## src/fbbp_pkg.sv

```systemverilog
// shared types, constants and helpers of the fixed block buffer pool
package fbbp_pkg;

  // built depth of the free list and of the reservation marks
  localparam int MAX_BLOCKS  = 256;
  localparam int IDX_W       = $clog2(MAX_BLOCKS);
  localparam int CNT_W       = $clog2(MAX_BLOCKS + 1);

  // field and register widths
  localparam int ADDR_W      = 32;
  localparam int SIZE_W      = 16;
  localparam int COUNT_W     = 9;
  localparam int OUT_IDX_W   = 8;
  localparam int OFF_W       = SIZE_W + IDX_W;
  localparam int CFG_IDX_W   = 2;

  // request queue between front and back
  localparam int QUEUE_DEPTH = 2;
  localparam int QPTR_W      = $clog2(QUEUE_DEPTH);
  localparam int QCNT_W      = $clog2(QUEUE_DEPTH + 1);

  // divider step counter
  localparam int STEP_W      = $clog2(IDX_W + 1);

  // register indexes
  localparam logic [CFG_IDX_W-1:0] REG_ENABLE = 2'd0;
  localparam logic [CFG_IDX_W-1:0] REG_BASE   = 2'd1;
  localparam logic [CFG_IDX_W-1:0] REG_SIZE   = 2'd2;
  localparam logic [CFG_IDX_W-1:0] REG_COUNT  = 2'd3;

  // request actions
  localparam logic ACT_ACQUIRE = 1'b0;
  localparam logic ACT_RELEASE = 1'b1;

  typedef enum logic [1:0] {
    ST_OK        = 2'd0,
    ST_EMPTY     = 2'd1,
    ST_DISABLED  = 2'd2,
    ST_ZERO_ADDR = 2'd3
  } status_e;

  typedef enum logic [2:0] {
    CMD_DISABLED = 3'd0,
    CMD_ZERO     = 3'd1,
    CMD_IGNORE   = 3'd2,
    CMD_ACQUIRE  = 3'd3,
    CMD_RELEASE  = 3'd4
  } cmd_kind_e;

  typedef struct packed {
    cmd_kind_e          kind;
    logic [OFF_W-1:0]   off;
  } cmd_t;

  typedef struct packed {
    logic               enable;
    logic [ADDR_W-1:0]  base;
    logic [SIZE_W-1:0]  size;
    logic [COUNT_W-1:0] count;
  } cfg_t;

  typedef struct packed {
    status_e              status;
    logic [ADDR_W-1:0]    addr;
    logic [OUT_IDX_W-1:0] index;
    logic                 was_reserved;
  } result_t;

  typedef struct packed {
    logic              start;
    logic [OFF_W-1:0]  off;
    logic [SIZE_W-1:0] size;
  } div_req_t;

  typedef struct packed {
    logic             done;
    logic [IDX_W-1:0] quot;
    logic             rem_zero;
  } div_rsp_t;

  // circular pointer advance over the built depth
  function automatic logic [IDX_W-1:0] ptr_next(input logic [IDX_W-1:0] p);
    logic [IDX_W-1:0] r;
    if (p == IDX_W'(MAX_BLOCKS - 1)) begin
      r = '0;
    end else begin
      r = p + 1'b1;
    end
    return r;
  endfunction

endpackage

```

## src/fbbp_front.sv

```systemverilog
// front end: request intake, classification and request queue
module fbbp_front import fbbp_pkg::*; (
  input  logic              clk_i,
  input  logic              rst_ni,
  input  cfg_t              cfg_i,
  input  logic              fill_busy_i,
  input  logic              s_axis_tvalid_i,
  output logic              s_axis_tready_o,
  input  logic [ADDR_W-1:0] s_axis_tdata_i,   // buffer_address
  input  logic [0:0]        s_axis_tuser_i,   // action
  output logic              cmd_valid_o,
  input  logic              cmd_ready_i,
  output cmd_t              cmd_o
);

  cmd_t              q_mem [QUEUE_DEPTH];
  logic [QPTR_W-1:0] wr_ptr_q;
  logic [QPTR_W-1:0] rd_ptr_q;
  logic [QCNT_W-1:0] cnt_q;
  logic              push;
  logic              pop;
  logic [ADDR_W-1:0] off;
  logic [ADDR_W-1:0] limit;
  cmd_t              cmd_new;

  // classify the incoming request
  always_comb begin
    off           = s_axis_tdata_i - cfg_i.base;
    limit         = ADDR_W'(cfg_i.size) * ADDR_W'(MAX_BLOCKS);
    cmd_new.off   = OFF_W'(off);
    if (!cfg_i.enable) begin
      cmd_new.kind = CMD_DISABLED;
    end else if (s_axis_tuser_i[0] == ACT_ACQUIRE) begin
      cmd_new.kind = CMD_ACQUIRE;
    end else if (s_axis_tdata_i == '0) begin
      cmd_new.kind = CMD_ZERO;
    end else if (off < limit) begin
      cmd_new.kind = CMD_RELEASE;
    end else begin
      cmd_new.kind = CMD_IGNORE;
    end
  end

  // queue handshake
  assign s_axis_tready_o = (cnt_q != QCNT_W'(QUEUE_DEPTH)) && !fill_busy_i;
  assign push            = s_axis_tvalid_i && s_axis_tready_o;
  assign cmd_valid_o     = (cnt_q != '0);
  assign pop             = cmd_valid_o && cmd_ready_i;
  assign cmd_o           = q_mem[rd_ptr_q];

  // queue storage
  always_ff @(posedge clk_i) begin
    if (push) begin
      q_mem[wr_ptr_q] <= cmd_new;
    end
  end

  // queue pointers
  always_ff @(posedge clk_i or negedge rst_ni) begin
    if (!rst_ni) begin
      wr_ptr_q <= '0;
      rd_ptr_q <= '0;
      cnt_q    <= '0;
    end else begin
      if (push) begin
        wr_ptr_q <= (wr_ptr_q == QPTR_W'(QUEUE_DEPTH - 1)) ? '0 : wr_ptr_q + 1'b1;
      end
      if (pop) begin
        rd_ptr_q <= (rd_ptr_q == QPTR_W'(QUEUE_DEPTH - 1)) ? '0 : rd_ptr_q + 1'b1;
      end
      if (push && !pop) begin
        cnt_q <= cnt_q + 1'b1;
      end else if (pop && !push) begin
        cnt_q <= cnt_q - 1'b1;
      end
    end
  end

endmodule

```

## src/fbbp_div.sv

```systemverilog
// restoring divider, one quotient bit per cycle
module fbbp_div import fbbp_pkg::*; (
  input  logic     clk_i,
  input  logic     rst_ni,
  input  div_req_t req_i,
  output div_rsp_t rsp_o
);

  logic              busy_q;
  logic              done_q;
  logic [STEP_W-1:0] step_q;
  logic [OFF_W-1:0]  rem_q;
  logic [OFF_W-1:0]  dvs_q;
  logic [IDX_W-1:0]  quot_q;
  logic              fits;

  assign fits          = (rem_q >= dvs_q);
  assign rsp_o.done     = done_q;
  assign rsp_o.quot     = quot_q;
  assign rsp_o.rem_zero = (rem_q == '0);

  // iteration
  always_ff @(posedge clk_i or negedge rst_ni) begin
    if (!rst_ni) begin
      busy_q <= 1'b0;
      done_q <= 1'b0;
      step_q <= '0;
      rem_q  <= '0;
      dvs_q  <= '0;
      quot_q <= '0;
    end else begin
      done_q <= 1'b0;
      if (req_i.start) begin
        busy_q <= 1'b1;
        step_q <= STEP_W'(IDX_W - 1);
        rem_q  <= req_i.off;
        dvs_q  <= OFF_W'(req_i.size) << (IDX_W - 1);
        quot_q <= '0;
      end else if (busy_q) begin
        if (fits) begin
          rem_q <= rem_q - dvs_q;
        end
        quot_q <= IDX_W'({quot_q, fits});
        dvs_q  <= dvs_q >> 1;
        if (step_q == '0) begin
          busy_q <= 1'b0;
          done_q <= 1'b1;
        end else begin
          step_q <= step_q - 1'b1;
        end
      end
    end
  end

endmodule

```

## src/fbbp_back.sv

```systemverilog
// back end: free list, reservation marks, sequencer and result register
module fbbp_back import fbbp_pkg::*; (
  input  logic    clk_i,
  input  logic    rst_ni,
  input  cfg_t    cfg_i,
  input  logic    rebuild_i,
  input  logic    cmd_valid_i,
  output logic    cmd_ready_o,
  input  cmd_t    cmd_i,
  output logic    fill_busy_o,
  output logic    res_valid_o,
  input  logic    res_ready_i,
  output result_t res_o
);

  typedef enum logic [5:0] {
    S_IDLE = 6'b000001,
    S_FILL = 6'b000010,
    S_READ = 6'b000100,
    S_ADD  = 6'b001000,
    S_DIV  = 6'b010000,
    S_MARK = 6'b100000
  } state_e;

  state_e                state_q;
  state_e                state_d;
  logic [IDX_W-1:0]      head_q;
  logic [IDX_W-1:0]      tail_q;
  logic [CNT_W-1:0]      count_q;
  logic [IDX_W-1:0]      fill_q;
  logic [IDX_W-1:0]      mem [MAX_BLOCKS];
  logic                  mark_mem [MAX_BLOCKS];
  logic [IDX_W-1:0]      rdata_q;
  logic                  mark_q;
  logic [IDX_W-1:0]      idx_q;
  logic [OFF_W-1:0]      prod_q;
  logic                  out_valid_q;
  result_t               out_q;

  logic                  pop;
  logic                  rd_en;
  logic                  mem_we;
  logic [IDX_W-1:0]      mem_waddr;
  logic [IDX_W-1:0]      mem_wdata;
  logic                  mark_rd_en;
  logic                  mark_we;
  logic [IDX_W-1:0]      mark_waddr;
  logic                  mark_wdata;
  logic                  match;
  logic [CNT_W-1:0]      build_n;
  logic [IDX_W-1:0]      tail_init;
  div_req_t              div_req;
  div_rsp_t              div_rsp;

  function automatic result_t mk_res(input status_e s, input logic [ADDR_W-1:0] a,
                                     input logic [IDX_W-1:0] i, input logic w);
    result_t r;
    r.status       = s;
    r.addr         = a;
    r.index        = OUT_IDX_W'(i);
    r.was_reserved = w;
    return r;
  endfunction

  fbbp_div u_div (
    .clk_i  (clk_i),
    .rst_ni (rst_ni),
    .req_i  (div_req),
    .rsp_o  (div_rsp)
  );

  // pool size at rebuild, saturated to the built depth
  always_comb begin
    if (ADDR_W'(cfg_i.count) > ADDR_W'(MAX_BLOCKS)) begin
      build_n = CNT_W'(MAX_BLOCKS);
    end else begin
      build_n = CNT_W'(cfg_i.count);
    end
    tail_init = (build_n == CNT_W'(MAX_BLOCKS)) ? '0 : IDX_W'(build_n);
  end

  assign match       = div_rsp.rem_zero && mark_q;
  assign cmd_ready_o = pop;
  assign fill_busy_o = (state_q == S_FILL);
  assign res_valid_o = out_valid_q;
  assign res_o       = out_q;

  // sequencer
  always_comb begin
    state_d       = state_q;
    pop           = 1'b0;
    rd_en         = 1'b0;
    mem_we        = 1'b0;
    mem_waddr     = fill_q;
    mem_wdata     = fill_q;
    mark_rd_en    = 1'b0;
    mark_we       = 1'b0;
    mark_waddr    = fill_q;
    mark_wdata    = 1'b0;
    div_req.start = 1'b0;
    div_req.off   = cmd_i.off;
    div_req.size  = cfg_i.size;
    unique case (state_q)
      S_IDLE: begin
        if (cmd_valid_i && !out_valid_q) begin
          pop = 1'b1;
          case (cmd_i.kind)
            CMD_ACQUIRE: begin
              if (count_q != '0) begin
                rd_en   = 1'b1;
                state_d = S_READ;
              end
            end
            CMD_RELEASE: begin
              div_req.start = 1'b1;
              state_d       = S_DIV;
            end
            default: ;
          endcase
        end
      end
      S_FILL: begin
        // load the free list and clear the mark, one entry per cycle
        mem_we  = 1'b1;
        mark_we = 1'b1;
        if (fill_q == IDX_W'(MAX_BLOCKS - 1)) begin
          state_d = S_IDLE;
        end
      end
      S_READ: begin
        mark_we    = 1'b1;
        mark_waddr = rdata_q;
        mark_wdata = 1'b1;
        state_d    = S_ADD;
      end
      S_ADD:  state_d = S_IDLE;
      S_DIV: begin
        if (div_rsp.done) begin
          mark_rd_en = 1'b1;
          state_d    = S_MARK;
        end
      end
      S_MARK: begin
        state_d = S_IDLE;
        if (match) begin
          mem_we     = 1'b1;
          mem_waddr  = tail_q;
          mem_wdata  = div_rsp.quot;
          mark_we    = 1'b1;
          mark_waddr = div_rsp.quot;
          mark_wdata = 1'b0;
        end
      end
      default: state_d = S_IDLE;
    endcase
    if (rebuild_i) begin
      state_d = S_FILL;
    end
  end

  // free list memory
  always_ff @(posedge clk_i) begin
    if (mem_we) begin
      mem[mem_waddr] <= mem_wdata;
    end
    if (rd_en) begin
      rdata_q <= mem[head_q];
    end
  end

  // reservation mark memory
  always_ff @(posedge clk_i) begin
    if (mark_we) begin
      mark_mem[mark_waddr] <= mark_wdata;
    end
    if (mark_rd_en) begin
      mark_q <= mark_mem[div_rsp.quot];
    end
  end

  // pool state and result register
  always_ff @(posedge clk_i or negedge rst_ni) begin
    if (!rst_ni) begin
      state_q     <= S_IDLE;
      head_q      <= '0;
      tail_q      <= '0;
      count_q     <= '0;
      fill_q      <= '0;
      idx_q       <= '0;
      prod_q      <= '0;
      out_valid_q <= 1'b0;
      out_q       <= '0;
    end else begin
      state_q <= state_d;
      if (out_valid_q && res_ready_i) begin
        out_valid_q <= 1'b0;
      end
      if (rebuild_i) begin
        head_q     <= '0;
        tail_q     <= tail_init;
        count_q    <= build_n;
        fill_q     <= '0;
      end else begin
        unique case (state_q)
          S_IDLE: begin
            if (pop) begin
              case (cmd_i.kind)
                CMD_DISABLED: begin
                  out_q       <= mk_res(ST_DISABLED, '0, '0, 1'b0);
                  out_valid_q <= 1'b1;
                end
                CMD_ZERO: begin
                  out_q       <= mk_res(ST_ZERO_ADDR, '0, '0, 1'b0);
                  out_valid_q <= 1'b1;
                end
                CMD_ACQUIRE: begin
                  if (count_q == '0) begin
                    out_q       <= mk_res(ST_EMPTY, '0, '0, 1'b0);
                    out_valid_q <= 1'b1;
                  end else begin
                    head_q  <= ptr_next(head_q);
                    count_q <= count_q - 1'b1;
                  end
                end
                CMD_RELEASE: ;
                default: begin
                  out_q       <= mk_res(ST_OK, '0, '0, 1'b0);
                  out_valid_q <= 1'b1;
                end
              endcase
            end
          end
          S_FILL: begin
            fill_q <= fill_q + 1'b1;
          end
          S_READ: begin
            idx_q  <= rdata_q;
            prod_q <= OFF_W'(rdata_q) * OFF_W'(cfg_i.size);
          end
          S_ADD: begin
            out_q       <= mk_res(ST_OK, cfg_i.base + ADDR_W'(prod_q), idx_q, 1'b0);
            out_valid_q <= 1'b1;
          end
          S_MARK: begin
            out_valid_q <= 1'b1;
            if (match) begin
              tail_q <= ptr_next(tail_q);
              if (count_q < CNT_W'(MAX_BLOCKS)) begin
                count_q <= count_q + 1'b1;
              end
              out_q <= mk_res(ST_OK, '0, div_rsp.quot, 1'b1);
            end else begin
              out_q <= mk_res(ST_OK, '0, '0, 1'b0);
            end
          end
          default: ;
        endcase
      end
    end
  end

endmodule

```

## src/fixed_block_buffer_pool.sv

```systemverilog
// top level of the fixed block buffer pool: config registers, front and back
//
// Requests come in on the s_axis group: tuser[0] selects acquire (0) or
// release (1), tdata carries the address to release. Every request that
// no rebuild cuts off gives exactly one result on the m_axis group: tuser
// holds status and was_reserved, tdata the block address and block index.
// The config port writes enable, base address, block size and block count.
// Writing 1 to enable rebuilds the pool: a fill pass over all MAX_BLOCKS
// entries (256 as built) loads the free list memory and clears the
// reservation marks; no request is taken during that pass.
// An acquire takes the free list memory read, then the index times size
// multiply, then the base add; a release takes the one-bit-per-cycle
// divider and then the reservation mark read. One request is worked at a
// time: the back end takes no new request until the last result is taken.
// When the receiver stalls, the result is held, the back end waits and the
// front keeps taking requests until its two-entry queue has filled.
// After reset the pool is disabled and empty and every request answers
// status pool not enabled.
module fixed_block_buffer_pool import fbbp_pkg::*; (
  input  logic                 clk_i,
  input  logic                 rst_ni,
  input  logic                 cfg_we_i,
  input  logic [CFG_IDX_W-1:0] cfg_index_i,
  input  logic [ADDR_W-1:0]    cfg_data_i,
  input  logic                 s_axis_tvalid_i,
  output logic                 s_axis_tready_o,
  input  logic [ADDR_W-1:0]    s_axis_tdata_i,   // [31:0] buffer_address
  input  logic [0:0]           s_axis_tuser_i,   // [0] action
  output logic                 m_axis_tvalid_o,
  input  logic                 m_axis_tready_i,
  output logic [39:0]          m_axis_tdata_o,   // [31:0] block_address, [39:32] block_index
  output logic [2:0]           m_axis_tuser_o    // [1:0] status, [2] was_reserved
);

  cfg_t    cfg_q;
  logic    rebuild;
  logic    fill_busy;
  logic    cmd_valid;
  logic    cmd_ready;
  cmd_t    cmd;
  result_t res;

  // configuration registers
  always_ff @(posedge clk_i or negedge rst_ni) begin
    if (!rst_ni) begin
      cfg_q.enable <= 1'b0;
      cfg_q.base   <= ADDR_W'(4096);
      cfg_q.size   <= SIZE_W'(64);
      cfg_q.count  <= COUNT_W'(256);
    end else if (cfg_we_i) begin
      unique case (cfg_index_i)
        REG_ENABLE: cfg_q.enable <= cfg_data_i[0];
        REG_BASE:   cfg_q.base   <= cfg_data_i;
        REG_SIZE:   cfg_q.size   <= cfg_data_i[SIZE_W-1:0];
        REG_COUNT:  cfg_q.count  <= cfg_data_i[COUNT_W-1:0];
        default: ;
      endcase
    end
  end

  // a write of 1 to enable rebuilds the pool
  assign rebuild = cfg_we_i && (cfg_index_i == REG_ENABLE) && cfg_data_i[0];

  fbbp_front u_front (
    .clk_i           (clk_i),
    .rst_ni          (rst_ni),
    .cfg_i           (cfg_q),
    .fill_busy_i     (fill_busy),
    .s_axis_tvalid_i (s_axis_tvalid_i),
    .s_axis_tready_o (s_axis_tready_o),
    .s_axis_tdata_i  (s_axis_tdata_i),
    .s_axis_tuser_i  (s_axis_tuser_i),
    .cmd_valid_o     (cmd_valid),
    .cmd_ready_i     (cmd_ready),
    .cmd_o           (cmd)
  );

  fbbp_back u_back (
    .clk_i       (clk_i),
    .rst_ni      (rst_ni),
    .cfg_i       (cfg_q),
    .rebuild_i   (rebuild),
    .cmd_valid_i (cmd_valid),
    .cmd_ready_o (cmd_ready),
    .cmd_i       (cmd),
    .fill_busy_o (fill_busy),
    .res_valid_o (m_axis_tvalid_o),
    .res_ready_i (m_axis_tready_i),
    .res_o       (res)
  );

  // result packing
  assign m_axis_tdata_o = {res.index, res.addr};
  assign m_axis_tuser_o = {res.was_reserved, res.status};

endmodule
```

## config.mk

```make
export PLATFORM = sky130hd
export DESIGN_NAME = fixed_block_buffer_pool
export DESIGN_NICKNAME = d
export VERILOG_FILES = /design/src/fbbp_pkg.sv /design/src/fbbp_front.sv /design/src/fbbp_div.sv /design/src/fbbp_back.sv /design/src/fixed_block_buffer_pool.sv
export SDC_FILE = /design/constraint.sdc
export NUM_CORES = 2
export LEC_CHECK = 0
export ABC_AREA = 1
export BUFFER_PORTS_ARGS = -buffer_cell sky130_fd_sc_hd__buf_2
export CAP_MARGIN = 20
export CORE_ASPECT_RATIO = 1.1
export CORE_MARGIN = 2
export CORE_UTILIZATION = 66
export CTS_BUF_LIST = sky130_fd_sc_hd__clkbuf_4
export CTS_CLUSTER_DIAMETER = 60
export DETAILED_ROUTE_END_ITERATION = 16
export HOLD_SLACK_MARGIN = 0.12
export PLACE_DENSITY = 0.83
export SLEW_MARGIN = 10
export SYNTH_ARGS = -nofsm -noshare
export SYNTH_HDL_FRONTEND = slang
export SYNTH_SLANG_ARGS = --single-unit
```

## constraint.sdc

```tcl
create_clock -name clk_i -period 8.6 [get_ports clk_i]
set_clock_uncertainty 0.15 [all_clocks]
set_input_delay 0.43 -clock clk_i [delete_from_list [all_inputs] [get_ports clk_i]]
set_output_delay 0.43 -clock clk_i [all_outputs]
set_load 0.01 [all_outputs]
```

==> qor.csv <==
stage;metric;value;unit
global_route;grtUsageMet3;0.0825;
clocking;cts_setup_buffers;0;
global_route;busiest_layer;met2;
die;io_pins;117;
routing;wl_per_cell;23.8;µm
worst_setup_path;slowest_delay;0.60;ns
power_and_ir_drop;p_switching;14.1;mW
worst_setup_path;crit_top_cell;nand2_1;
clocking;cts_buffer_depth;4;
sta;relSlewSlack;0.165;
global_route;grt_remaining_overflow;0;
yosys;syn-num-nets;10523;
placed_design;dp.final_hpwl;181;mm
status;status;completed;
die;die_area;177000;µm²
yosys;synth_warnings;0;
routing;viasPerCell;6.43;
cells_and_area;final_cell_mix;edfxtp_1, nor2_1, o21ai_0;
sta;setup-violations-final;0;
cells_and_area;fillers;11031;
sta;finalSetupTns;0;ns
worst_setup_path;cp_data_required_time;9.58;ns
die;start_util;0.663;
yosys;yosysSeqAreaShare;0.673;
worst_hold_path;hp-class;in -> reg;
yosys;synth_area;114000;µm²
yosys;synth_top_area_frac;0.621;
routing;drcViolationCount;0;
clocking;numClockSinks;2605;
die;die_x;401;µm
cells_and_area;drive_gt1_frac;0.117;
worst_setup_path;end_kind;flop;
power_and_ir_drop;pwr-share-seq;0.402;
cells_and_area;finalNonFillerCells;13365;
placed_design;place.port_buffers;116;
sta;hold_slack;0.224;ns
global_route;met2_usage;0.564;
power_and_ir_drop;total_power;37.4;mW
power_and_ir_drop;power_density;296;nW/µm²
cells_and_area;final_util;0.732;
power_and_ir_drop;combPwrFrac;0.329;
global_route;antenna_found_initial;12;
worst_setup_path;path_max_fanout;4;
clocking;cts.htree.levels;6;
global_route;grt_pass1_wl;479;mm
power_and_ir_drop;power_leakage;46.2;nW
clocking;clkLatencyLatePin;1.42;ns
global_route;grt_pass1_vias;83938;
cells_and_area;nNetsFinal;10938;
yosys;synthFlopType;edfxtp_1;
die;die_h;441;µm
power_and_ir_drop;power.internal;23.3;mW
global_route;grt_max_degree;237;
run;maxCapViolations;0;
sta;period_share;0.802;
die;row_count;160;
placed_design;routabilityCongestion;0.930;
power_and_ir_drop;p_sw_frac;0.376;
clocking;cts_tree;done;
clocking;numCtsBuffers;637;
sta;rsz0062_at_grt;no;
yosys;yosysUniqueCellTypes;59;
yosys;netlist_instances;10214;
yosys;synth_area_leader_cell;edfxtp_1;
worst_setup_path;critPathKind;reg -> reg;
power_and_ir_drop;power_frac_clock;0.268;
routing;drt-initial-drc-count;12754;
global_route;grt_usage;0.355;
worst_setup_path;cp.arrival;7.88;ns
cells_and_area;synthToLayoutAreaGrowth;10.3;%
yosys;avgSynthCellArea;11.2;µm²
sta;slew_viol_final;0;
sta;finalHoldViolCount;0;
routing;dr.pass1.iters;9;
sta;fin_crit;6.90;ns
routing;postRouteAntennaNets;0;
die;core-area;173000;µm²
yosys;synth_seq_cells;2605;
clocking;path_clk_slew;0.07;ns
routing;drt_wl_total;318;mm
yosys;synth_area_leaders;edfxtp_1, nor2_1, o21ai_0;
sta;fmax;145;MHz
clocking;root_buffer;clkbuf_4;
worst_setup_path;start_kind;flop;
yosys;async_reset_ff_frac;0.0914;
sta;worst-slew-pin-transition;1.25;ns
placed_design;dp.cells;12061;
cells_and_area;layout_commonest_cell;edfxtp_1;
yosys;synth_edf_count;2367;
routing;vias;85996;
global_route;use_met1;0.450;
worst_setup_path;slowest_stage;dlygate4sd3_1;
power_and_ir_drop;vdd_drop_max;405;µV
==> stage by stage <==
stage | instance area [µm²] | setup slack, ns
after floorplan | 114000 | 2.50
after global placement | 116000 | 3.41
after detailed placement | 116000 | 3.43
after CTS | 126000 | 1.95
after global routing | 126000 | 1.60
final | 126000 | 1.70
==> synth_stat cells, drive strengths merged, types with 35 or more instances <==
master     n
dfrtp    234
clkbuf   533
nor2    1934
nand3    414
o22ai    383
a21oi    263
o21ai   1377
ha       149
o211ai    73
o221ai   204
inv      556
nand2   1255
xor2      42
nand4     49
buf       98
edfxtp  2367
nor3      35
fa        88
==> worst max-delay path, delay by kind of cell (launching register included) <==
family | cells | cell delay, ns
AO/OA/AOI/OAI | 2 | 0.15
XOR/XNOR | 1 | 0.51
adder cells (fa/ha/maj) | 2 | 0.71
buffers and inverters | 8 | 3.10
flip-flops | 1 | 0.50
AND/OR/NAND/NOR | 13 | 1.48
==> routing by layer <==
layer	vias up	share of wire
met2	6486	0.47
met1	40624	0.34
met4	20	0.059
met5	-	0.00041
li1	37575	-
met3	1291	0.13
==> power groups by stage <==
stage	clock, mW	combinational (mW)	sequential (mW)
floorplan	0	8.36	15.2
global placement	0	11.4	15.3
detailed placement	0	11.8	15.3
CTS	10.1	12.0	15.0
global route	10.7	13.5	15.1
finish	10.0	12.3	15.1
==> final cells by class <==
type | instances | area (µm²) | area share
diodes | 12 | 30.0 | 0.000238
clock buffers | 922 | 6920 | 0.0548
clock inverters | 173 | 876 | 0.00694
inverters | 563 | 2140 | 0.0170
multi-input cells | 6415 | 32900 | 0.261
flip-flops and latches | 2605 | 77100 | 0.610
well taps | 2268 | 2840 | 0.0225
repair buffers | 407 | 3480 | 0.0275
==> timing repair <==
action                     4_1_cts  5_1_grt
hold buffers                   193        0
setup endpoints to repair        0        0
hold endpoints to repair       464        0
resized for setup                0        0
==> cell families (layout without fill, tap and decap cells) <==
logic type               count (synthesis)  in the layout  share of synthesized area
AND/OR/NAND/NOR                       3731           3731                      0.132
flip-flops                            2605           2605                      0.673
AO/OA/AOI/OAI                         2379           2379                      0.118
buffers and inverters                 1194           2065                     0.0399
adder cells (fa/ha/maj)                237            237                     0.0317
XOR/XNOR                                67             67                    0.00513
multiplexers                             1              1                  0.0000875
other                                    0             12                          0
==> path summary, 6_finish.rpt <==
| check | start | end | slack (ns) | cells after the start |
|---|---|---|---|---|
| worst min register to register | u_back.prod_q[2] | u_back.prod_q[2] | 0.33 | 2 |
| worst min-delay path | cfg_index_i[1] | cfg_q[2] | 0.22 | 4 |
| worst max register to register | cfg_q[36] | u_front.q_mem[1][25] | 1.70 | 26 |
| max in group asynchronous | rst_ni | u_back.u_div.rem_q[19] | 6.71 | 5 |
| min in group asynchronous | rst_ni | u_back.u_div.rem_q[1] | 0.60 | 5 |
| worst max-delay path | cfg_q[36] | u_front.q_mem[1][25] | 1.70 | 26 |
==> sequential cells by signal, summed over array words and instances, names as in the netlist, 2 cells and up <==
name / count
u_back.u_div.quot_q: 8
u_back.u_div.step_q: 4
u_back.count_q: 9
u_back.prod_q: 24
u_back.mark_mem: 256
u_back.state_q: 6
u_back.mem: 2048
u_back.tail_q: 8
u_back.head_q: 8
u_front.q_mem: 54
u_back.res_o: 43
u_back.idx_q: 8
u_front.cnt_q: 2
u_back.fill_q: 8
u_back.u_div.dvs_q: 23
u_back.u_div.rem_q: 24
u_back.rdata_q: 8
cfg_q: 58
Note: power is estimated with default switching activity, not from simulation.
